--- config.mk ---
export PLATFORM = sky130hd
export DESIGN_NAME = distance_to_midi_controller_core
export DESIGN_NICKNAME = d
export VERILOG_FILES = /design/src/rtl/dmc_pkg.sv /design/src/rtl/distance_to_midi_controller_core.sv
export SDC_FILE = /design/constraint.sdc
export NUM_CORES = 1
export LEC_CHECK = 0
export ABC_AREA = 1
export BUFFER_PORTS_ARGS = -buffer_cell sky130_fd_sc_hd__buf_2
export CAP_MARGIN = 30
export CORE_MARGIN = 2
export CORE_UTILIZATION = 25
export DETAILED_ROUTE_END_ITERATION = 8
export PLACE_DENSITY_LB_ADDON = 0.12
export SKIP_LAST_GASP = 1
export SYNTH_ARGS = -nofsm -noshare
export SYNTH_HDL_FRONTEND = slang
export SYNTH_SLANG_ARGS = --single-unit
--- constraint.sdc ---
create_clock -name i_clk -period 5.8 [get_ports i_clk]
set_clock_uncertainty 0.05 [all_clocks]
set_input_delay 1.74 -clock i_clk [delete_from_list [all_inputs] [get_ports i_clk]]
set_output_delay 1.74 -clock i_clk [all_outputs]
set_load 0.005 [all_outputs]
--- src/rtl/dmc_pkg.sv ---
// Shared constants and types for the distance-to-MIDI controller.
package dmc_pkg;

    localparam int DEF_FRACTION_BITS = 16;
    localparam int DEF_DISTANCE_BITS = 16;

    // operating modes
    localparam logic [1:0] MODE_CC    = 2'd0;
    localparam logic [1:0] MODE_BEND  = 2'd1;
    localparam logic [1:0] MODE_QUANT = 2'd2;
    localparam logic [1:0] MODE_FREE  = 2'd3;

    // configuration register indexes
    localparam logic [3:0] CFG_MODE     = 4'd0;
    localparam logic [3:0] CFG_CHANNEL  = 4'd1;
    localparam logic [3:0] CFG_CC_NUM   = 4'd2;
    localparam logic [3:0] CFG_MIN_DIST = 4'd3;
    localparam logic [3:0] CFG_MAX_DIST = 4'd4;
    localparam logic [3:0] CFG_LOW_NOTE = 4'd5;
    localparam logic [3:0] CFG_HIGH_NOTE = 4'd6;
    localparam logic [3:0] CFG_JITTER   = 4'd7;

    // register reset values
    localparam logic [1:0]  RST_MODE      = MODE_QUANT;
    localparam logic [3:0]  RST_CHANNEL   = 4'd0;
    localparam logic [6:0]  RST_CC_NUM    = 7'd1;
    localparam logic [15:0] RST_MIN_DIST  = 16'd30;
    localparam logic [15:0] RST_MAX_DIST  = 16'd400;
    localparam logic [6:0]  RST_LOW_NOTE  = 7'd68;
    localparam logic [6:0]  RST_HIGH_NOTE = 7'd82;
    localparam logic [15:0] RST_JITTER    = 16'd9830;
    localparam logic [6:0]  RST_CUR_NOTE  = 7'd61;

    // message opcodes (high nibble of status)
    localparam logic [3:0] OP_NOTE_OFF = 4'h8;
    localparam logic [3:0] OP_NOTE_ON  = 4'h9;
    localparam logic [3:0] OP_CC       = 4'hB;
    localparam logic [3:0] OP_BEND     = 4'hE;

    localparam logic [6:0]  NOTE_HOLD   = 7'd60;
    localparam logic [6:0]  VEL_ON      = 7'd127;
    localparam logic [6:0]  VEL_OFF     = 7'd0;
    localparam logic [13:0] BEND_CENTER = 14'd8192;

    typedef struct packed {
        logic [7:0] status;
        logic [6:0] data1;
        logic [6:0] data2;
    } t_msg;

endpackage

--- src/rtl/distance_to_midi_controller_core.sv ---
// Distance-to-MIDI controller: bit-serial normalizer and message sequencer.
//
// One sample is taken at a time. After acceptance the bit-serial divider
// forms the normalized distance, then the clamped value is latched, scaled,
// rounded and built into messages, and each of the zero to three messages
// is then shown on the output, held there while the output is stalled. The
// next sample is taken only in the idle state, so o_in_stall stays high
// until the last message of the sample is taken.
module distance_to_midi_controller_core
    import dmc_pkg::*;
#(
    parameter int FRACTION_BITS = DEF_FRACTION_BITS,
    parameter int DISTANCE_BITS = DEF_DISTANCE_BITS
) (
    input  logic        i_clk,
    input  logic        i_rst_n,
    input  logic        i_in_valid,
    output logic        o_in_stall,
    input  logic [15:0] i_distance,
    input  logic        i_target_found,
    output logic        o_out_valid,
    input  logic        i_out_stall,
    output logic [7:0]  o_status_byte,
    output logic [6:0]  o_data1,
    output logic [6:0]  o_data2,
    output logic        o_last_of_run,
    input  logic        i_cfg_valid,
    output logic        o_cfg_ready,
    input  logic [3:0]  i_cfg_index,
    input  logic [15:0] i_cfg_data
);

    localparam int F  = FRACTION_BITS;
    localparam int CW = $clog2(F + 2);
    localparam int JL = (F >= 16) ? F - 16 : 0;
    localparam int JR = (F < 16) ? 16 - F : 0;
    localparam logic [F:0] ONE_Q  = {1'b1, {F{1'b0}}};
    localparam logic [F:0] HALF_Q = ONE_Q >> 1;

    typedef enum logic [2:0] {S_IDLE, S_DIV, S_MUL, S_RND, S_BUILD, S_EMIT} t_state;

    t_state r_state;

    // configuration
    logic [1:0]  r_mode;
    logic [3:0]  r_channel;
    logic [6:0]  r_cc_num;
    logic [15:0] r_min_dist, r_max_dist;
    logic [6:0]  r_low_note, r_high_note;
    logic [15:0] r_jitter;

    // persistent state
    logic        r_bending, r_playing;
    logic [F:0]  r_bend_start;
    logic [6:0]  r_cur_note;

    // per-sample datapath
    logic          r_found, r_zero, r_ovf;
    logic [16:0]   r_rem;
    logic [F:0]    r_quo;
    logic [CW-1:0] r_bit;
    logic [F:0]    r_f;
    logic [F+6:0]  r_x;
    logic [F:0]    r_p;
    logic [6:0]    r_cc;
    logic [6:0]    r_note;
    logic          r_hit;
    t_msg          r_msg [3];
    logic [1:0]    r_cnt, r_idx;

    // accept-time distance prep
    logic [15:0] dist_m, diff;
    logic        le_min, ovf_now;
    always_comb begin
        dist_m  = 16'(i_distance[DISTANCE_BITS-1:0]);
        le_min  = dist_m <= r_min_dist;
        diff    = dist_m - r_min_dist;
        ovf_now = (r_max_dist == 16'd0) || ({1'b0, diff} >= {r_max_dist, 1'b0});
    end

    // one restoring-division step
    logic        div_ge;
    logic [16:0] div_sub;
    logic [F:0]  f_now;
    always_comb begin
        div_ge  = r_rem >= {1'b0, r_max_dist};
        div_sub = div_ge ? r_rem - {1'b0, r_max_dist} : r_rem;
        if (r_zero)
            f_now = '0;
        else if (r_ovf || (r_quo > ONE_Q))
            f_now = ONE_Q;
        else
            f_now = r_quo;
    end

    // scale: note value, bend offset, controller value
    logic signed [7:0]   span;
    logic signed [F+9:0] prod, x_full;
    logic [F:0]          bs_eff;
    logic signed [F+2:0] dif;
    logic signed [F+4:0] p3;
    logic [F:0]          p_clamp;
    logic [F+7:0]        cc_t;
    always_comb begin
        span    = $signed({1'b0, r_high_note}) - $signed({1'b0, r_low_note});
        prod    = $signed({1'b0, r_f}) * span;
        x_full  = $signed({3'b000, r_low_note, {F{1'b0}}}) + prod;
        bs_eff  = r_bending ? r_bend_start : r_f;
        dif     = $signed({2'b00, r_f}) - $signed({2'b00, bs_eff});
        p3      = (F+5)'(dif) + ((F+5)'(dif) <<< 1) + (F+5)'($signed({1'b0, HALF_Q}));
        if (p3 < 0)
            p_clamp = '0;
        else if (p3 > $signed((F+5)'(ONE_Q)))
            p_clamp = ONE_Q;
        else
            p_clamp = p3[F:0];
        cc_t    = {r_f, 7'b0} - {7'b0, r_f};
    end

    // round and test hysteresis window
    logic [F+7:0] jq, hx, up_s, dn_s;
    logic         dn_ok, hit_now;
    always_comb begin
        if (F >= 16)
            jq = (F+8)'(r_jitter) << JL;
        else
            jq = (F+8)'(r_jitter >> JR);
        hx      = (F+8)'(r_x) + (F+8)'(HALF_Q);
        up_s    = hx + jq;
        dn_ok   = hx >= jq;
        dn_s    = hx - jq;
        hit_now = (up_s[F+7:F] == {1'b0, r_cur_note})
               || (dn_ok && (dn_s[F+7:F] == {1'b0, r_cur_note}));
    end

    function automatic logic [13:0] bend_code(input logic [F+1:0] p2);
        logic [F+15:0] s;
        s = {p2, 14'b0} - (F+16)'(p2) + (F+16)'(ONE_Q);
        return s[F+14:F+1];
    endfunction

    // assemble the messages of this sample and the next persistent state
    logic [F+7:0] p2_free;
    logic [13:0]  v_bend, v_free;
    t_msg         n_msg [3];
    logic [1:0]   n_cnt;
    logic         n_bending, n_playing;
    logic [F:0]   n_bend_start;
    logic [6:0]   n_cur_note;
    always_comb begin
        p2_free = (F+8)'(ONE_Q) + (F+8)'(r_x) - {1'b0, r_note, {F{1'b0}}};
        v_bend  = bend_code({r_p, 1'b0});
        v_free  = bend_code(p2_free[F+1:0]);
        for (int i = 0; i < 3; i++) n_msg[i] = '0;
        n_cnt        = 2'd0;
        n_bending    = r_bending;
        n_playing    = r_playing;
        n_bend_start = r_bend_start;
        n_cur_note   = r_cur_note;
        case (r_mode)
            MODE_CC: begin
                if (r_found) begin
                    n_msg[0] = '{{OP_CC, r_channel}, r_cc_num, r_cc};
                    n_cnt    = 2'd1;
                end
            end
            MODE_BEND: begin
                if (r_found) begin
                    if (!r_bending) begin
                        n_msg[0]     = '{{OP_NOTE_ON, r_channel}, NOTE_HOLD, VEL_ON};
                        n_msg[1]     = '{{OP_BEND, r_channel}, v_bend[6:0], v_bend[13:7]};
                        n_cnt        = 2'd2;
                        n_bending    = 1'b1;
                        n_bend_start = r_f;
                    end else begin
                        n_msg[0] = '{{OP_BEND, r_channel}, v_bend[6:0], v_bend[13:7]};
                        n_cnt    = 2'd1;
                    end
                end else if (r_bending) begin
                    n_msg[0]  = '{{OP_BEND, r_channel}, BEND_CENTER[6:0], BEND_CENTER[13:7]};
                    n_msg[1]  = '{{OP_NOTE_OFF, r_channel}, NOTE_HOLD, VEL_OFF};
                    n_cnt     = 2'd2;
                    n_bending = 1'b0;
                end
            end
            default: begin
                if (r_found) begin
                    if (!r_playing) begin
                        n_msg[0]   = '{{OP_NOTE_ON, r_channel}, r_note, VEL_ON};
                        n_cnt      = 2'd1;
                        n_cur_note = r_note;
                        n_playing  = 1'b1;
                    end else if ((r_note != r_cur_note)
                                 && ((r_mode == MODE_FREE) || !r_hit)) begin
                        n_msg[0]   = '{{OP_NOTE_ON, r_channel}, r_note, VEL_ON};
                        n_msg[1]   = '{{OP_NOTE_OFF, r_channel}, r_cur_note, VEL_OFF};
                        n_cnt      = 2'd2;
                        n_cur_note = r_note;
                    end
                    if (r_mode == MODE_FREE) begin
                        n_msg[n_cnt] = '{{OP_BEND, r_channel}, v_free[6:0], v_free[13:7]};
                        n_cnt        = n_cnt + 2'd1;
                    end
                end else if (r_playing) begin
                    n_msg[0]  = '{{OP_NOTE_OFF, r_channel}, r_cur_note, VEL_OFF};
                    n_cnt     = 2'd1;
                    n_playing = 1'b0;
                end
            end
        endcase
    end

    // sequencer, datapath registers and configuration
    always_ff @(posedge i_clk) begin
        if (!i_rst_n) begin
            r_state      <= S_IDLE;
            r_mode       <= RST_MODE;
            r_channel    <= RST_CHANNEL;
            r_cc_num     <= RST_CC_NUM;
            r_min_dist   <= RST_MIN_DIST;
            r_max_dist   <= RST_MAX_DIST;
            r_low_note   <= RST_LOW_NOTE;
            r_high_note  <= RST_HIGH_NOTE;
            r_jitter     <= RST_JITTER;
            r_bending    <= 1'b0;
            r_playing    <= 1'b0;
            r_bend_start <= HALF_Q;
            r_cur_note   <= RST_CUR_NOTE;
            r_cnt        <= 2'd0;
            r_idx        <= 2'd0;
            r_bit        <= '0;
        end else begin
            if (i_cfg_valid) begin
                case (i_cfg_index)
                    CFG_MODE:      r_mode      <= i_cfg_data[1:0];
                    CFG_CHANNEL:   r_channel   <= i_cfg_data[3:0];
                    CFG_CC_NUM:    r_cc_num    <= i_cfg_data[6:0];
                    CFG_MIN_DIST:  r_min_dist  <= i_cfg_data;
                    CFG_MAX_DIST:  r_max_dist  <= i_cfg_data;
                    CFG_LOW_NOTE:  r_low_note  <= i_cfg_data[6:0];
                    CFG_HIGH_NOTE: r_high_note <= i_cfg_data[6:0];
                    CFG_JITTER:    r_jitter    <= i_cfg_data;
                    default: ;
                endcase
            end
            case (r_state)
                S_IDLE: begin
                    if (i_in_valid) begin
                        r_found <= i_target_found;
                        r_zero  <= le_min;
                        r_ovf   <= ovf_now;
                        r_rem   <= {1'b0, diff};
                        r_quo   <= '0;
                        r_bit   <= '0;
                        r_state <= S_DIV;
                    end
                end
                S_DIV: begin
                    // shift in one quotient bit per cycle
                    r_quo <= {r_quo[F-1:0], div_ge};
                    r_rem <= {div_sub[15:0], 1'b0};
                    r_bit <= r_bit + 1'b1;
                    if (r_bit == CW'(F)) r_state <= S_MUL;
                end
                S_MUL: begin
                    r_f     <= f_now;
                    r_state <= S_RND;
                end
                S_RND: begin
                    r_x     <= x_full[F+6:0];
                    r_p     <= p_clamp;
                    r_cc    <= cc_t[F+6:F];
                    r_bit   <= '0;
                    r_state <= S_BUILD;
                end
                S_BUILD: begin
                    r_note  <= hx[F+6:F];
                    r_hit   <= hit_now;
                    r_state <= S_EMIT;
                    r_idx   <= 2'd0;
                    r_cnt   <= 2'd0;
                    r_bit   <= '0;
                    if (r_bit == '0) begin
                        // first pass only latches rounding; hold for build
                        r_bit   <= CW'(1);
                        r_state <= S_BUILD;
                    end else begin
                        for (int i = 0; i < 3; i++) r_msg[i] <= n_msg[i];
                        r_cnt        <= n_cnt;
                        r_bending    <= n_bending;
                        r_playing    <= n_playing;
                        r_bend_start <= n_bend_start;
                        r_cur_note   <= n_cur_note;
                        if (n_cnt == 2'd0) r_state <= S_IDLE;
                    end
                end
                S_EMIT: begin
                    if (!i_out_stall) begin
                        r_idx <= r_idx + 2'd1;
                        if (r_idx == r_cnt - 2'd1) r_state <= S_IDLE;
                    end
                end
                default: r_state <= S_IDLE;
            endcase
        end
    end

    assign o_cfg_ready   = 1'b1;
    assign o_in_stall    = (r_state != S_IDLE);
    assign o_out_valid   = (r_state == S_EMIT);
    assign o_status_byte = r_msg[r_idx].status;
    assign o_data1       = r_msg[r_idx].data1;
    assign o_data2       = r_msg[r_idx].data2;
    assign o_last_of_run = (r_idx == r_cnt - 2'd1);

    // a request is only on the output while the input side is held off
    a_busy_when_emit: assert property (@(posedge i_clk) disable iff (!i_rst_n)
        o_out_valid |-> o_in_stall) else $error("output valid while input open");

    // the message pointer stays inside the built list
    a_idx_in_range: assert property (@(posedge i_clk) disable iff (!i_rst_n)
        o_out_valid |-> (r_idx < r_cnt)) else $error("message index out of range");

    // the divider never runs past its last quotient bit
    a_div_bound: assert property (@(posedge i_clk) disable iff (!i_rst_n)
        (r_state == S_DIV) |-> (r_bit <= CW'(F))) else $error("divider overrun");

endmodule

==> flow_summary_export.csv <==
group,metric,value,unit
outcome,outcome,"complete, no violations",
sta,worst_pin_slew,908,ps
clock_network,clock_path_buffers,3,
power,p_leak,14.5,nW
setup_path,endpoint,"r_x[22]$_DFFE_PP_",
clock_network,postCtsHoldBufs,0,
sta,setup_viol,0,
sta,rsz0062_at_grt,"yes",
sta,max_slew_margin,0.392,
placed_design,dpl.cell_count,5144,
sta,clock.fmax,0.180,GHz
global_routing,grt_usage,0.169,
logic_synthesis,ys_seq_elements,285,
sta,drv_slew,0,
setup_path,worstSetupPathType,"reg2reg",
finish,stdcell_count,5221,
run,max_cap_violations,0,
setup_path,cp-end-kind,"flip-flop",
floorplan,die-width,329,um
floorplan,die_area,0.108,mm2
floorplan,initial_utilization,0.251,
finish,layout.nets,4218,
setup_path,critPathSlowestCell,"fa_1",
global_routing,grt_pass1_wl,140,mm
setup_path,reg2reg_to,"r_x[22]$_DFFE_PP_",
logic_synthesis,syn_area,0.0264,mm2
global_routing,grt_start_max_net_pins,62,
logic_synthesis,synth.top_cell.area_share,0.194,
setup_path,reg2reg_depth,28,
logic_synthesis,syn_avg_cell_area,7.26,um2
sta,finalCritPeriodShare,0.956,
detailed_routing,drc,0,
detailed_routing,drt.antenna.violating_nets,0,
logic_synthesis,async_reset_ff_frac,0,
placed_design,port_buffers,66,
logic_synthesis,synthCells,3633,
logic_synthesis,synth_nets,4052,
setup_path,reg2reg_from,"r_high_note[0]$_SDFFE_PN0P_",
finish,fin_area,0.0308,mm2
logic_synthesis,synth_flop_cell,"edfxtp_1",
sta,fin_crit,5550,ps
setup_path,startpoint,"r_high_note[0]$_SDFFE_PN0P_",
logic_synthesis,synth.distinct_cells,56,
logic_synthesis,yosysWarnings,0,
finish,drive_gt1_frac,0.0932,
detailed_routing,finalWirelength,91.9,mm
setup_path,critPathMaxStageDelay,550,ps
floorplan,core_area,0.105,mm2
placed_design,hpwl,75.7,mm
global_routing,antenna_found_initial,0,
detailed_routing,drt_first_pass_iters,5,
power,power.density,426,mW/mm2
sta,final.setup.tns,0,ps
placed_design,dpl_cell_area,0.0291,mm2
sta,hold_viol,0,
global_routing,grt_use_met1,0.246,
setup_path,crit_path_frequent_cell,"inv_1",
setup_path,critical_path_arrival,5810,ps
detailed_routing,drtIter0Drc,1292,
clock_network,clockRootBuffer,"clkbuf_16",
logic_synthesis,synth_edf_count,170,
clock_network,cts_buffers,39,
power,peakVddDrop,0.245,mV
floorplan,row_count,119,
detailed_routing,routed_via_density,4.50,
global_routing,met3_usage,0.0154,
placed_design,place.gp.congestion,0.897,
setup_path,worst-path-max-fanout,6,
finish,syn_to_final_growth,16.9,%
floorplan,ios,68,
global_routing,first_global_vias,23100,
finish,layout_commonest_cell,"nand2_1",
detailed_routing,routedWlPerCell,17.6,um
setup_path,cp.required,6060,ps
clock_network,worstSkewPairLatency,590,ps
logic_synthesis,yosys.area.top_type,"edfxtp_1",
clock_network,htree_num_levels,2,
setup_path,worstSetupStartpointType,"flip-flop",
clock_network,clkTransAtPathRegs,60,ps
setup_path,r2r_setup_slack,250,ps
logic_synthesis,ys_seq_area_frac,0.281,
global_routing,grt_use_met2,0.272,
clock_network,cts_tree,"done",
min_path,min_path_type,"reg2reg",
floorplan,die_h,329,um
finish,layout_common_cells,"nand2_1, inv_1, nor2_1",
global_routing,overflow,0,
clock_network,cts_sinks,285,
detailed_routing,vias,23500,
logic_synthesis,synth.area.top_cells,"edfxtp_1, ha_1, nand2_1",
global_routing,busiest_layer,"met2",
==> routing by layer <==
| layer | up-vias | wire length [um] |
|---|---|---|
| met5 | - | 0 |
| met4 | 0 | 1480 |
| met3 | 89 | 2660 |
| met2 | 344 | 40800 |
| met1 | 10900 | 46900 |
| li1 | 12100 | - |
==> power by group <==
part / leakage, nW / total, W / internal (W) / switching, W
logic: 11.4 / 0.00796 / 0.00304 / 0.00492
clock network: 0.634 / 0.00251 / 0.00150 / 0.00101
registers: 2.50 / 0.00267 / 0.00253 / 0.000134
total: 14.5 / 0.0131 / 0.00707 / 0.00606
==> synthesized netlist by cell type (all sizes together) (5+ instances only) <==
cell	count
nand2	742
inv	653
nor2	439
a21oi	310
ha	275
o21ai	205
nand3	179
edfxtp	170
dfxtp	115
fa	102
xor2	77
nand4	60
clkbuf	49
nor3	47
xnor2	38
o21bai	20
o211ai	19
nor4	15
a31oi	14
buf	13
a21o	12
nand3b	12
or2	10
o31ai	7
clkinv	6
nor3b	6
a21boi	5
and2	5
==> kinds of logic (layout without fill, tap and decap cells) <==
kind of cell	after synthesis	count (layout)	synth area share
AOI/OAI and AO/OA	618	618	0.127
other	1	2	0.000142
DFF	285	285	0.281
and+or+nand+nor	1516	1516	0.242
buffers and inverters	721	917	0.104
adders and majority gates	377	377	0.208
xor gates and xnor gates	115	115	0.0385
==> critical path, delay by kind of cell (launching register included) <==
family | cells | cell delay, ps
AOI/OAI and AO/OA | 2 | 360
xor gates and xnor gates | 1 | 60
buffers and inverters | 12 | 1050
and+or+nand+nor | 6 | 510
adders and majority gates | 7 | 2910
DFF | 1 | 320
==> sequential cells by signal, summed over array words and instances (netlist names), 2 cells and up, named ones only <==
register and cells:
r_bend_start 17, r_bit 5, r_cc 7, r_cc_num 7, r_channel 4, r_cnt 2, r_cur_note 7, r_f 17
r_high_note 7, r_idx 2, r_jitter 16, r_low_note 7, r_max_dist 16, r_min_dist 16, r_mode 2, r_msg 61
r_note 7, r_p 17, r_quo 17, r_rem 17, r_state 3, r_x 23
==> timing repair <==
action	4_1_cts	5_1_grt
cloned	0	1
pin swaps	3	26
endpoints found under the setup margin	8	18
setup buffers	1	2
hold endpoints to repair	0	0
gates resized for setup	14	64
==> final cells by class <==
| cell class | count | area (um2) |
|---|---|---|
| fill | 11500 | 74200 |
| multi-input combinational | 2627 | 16600 |
| sequential | 285 | 7410 |
| inverter | 659 | 2480 |
| tap | 1391 | 1740 |
| timing repair buffer | 187 | 1290 |
| antenna | 1 | 2.50 |
| clock buffer | 51 | 1080 |
| clock inverter | 20 | 233 |
==> through the flow <==
stage                      util  hold WS [ps]  power [W]  setup slack, ps
after CTS                 0.290           399     0.0129            0.540
after detailed placement  0.277           391     0.0103             -118
after global routing      0.294           421     0.0143            -30.9
final                     0.294           398     0.0131              253
after floorplan               -           376    0.00758             89.8
after global placement    0.277           389     0.0103             -138
==> worst min path at each step <==
stage / end / from / depth (start not counted)
global route: r_bend_start[5]$_SDFFE_PN0P_ / r_bend_start[5]$_SDFFE_PN0P_ / 2
floorplan: r_bend_start[10]$_SDFFE_PN0P_ / r_bend_start[10]$_SDFFE_PN0P_ / 2
global placement: r_bend_start[5]$_SDFFE_PN0P_ / r_bend_start[5]$_SDFFE_PN0P_ / 2
CTS: r_bend_start[5]$_SDFFE_PN0P_ / r_bend_start[5]$_SDFFE_PN0P_ / 2
finish: r_bend_start[3]$_SDFFE_PN0P_ / r_bend_start[3]$_SDFFE_PN0P_ / 2
detailed placement: r_bend_start[5]$_SDFFE_PN0P_ / r_bend_start[5]$_SDFFE_PN0P_ / 2
Note: power is estimated with default switching activity, not from simulation.
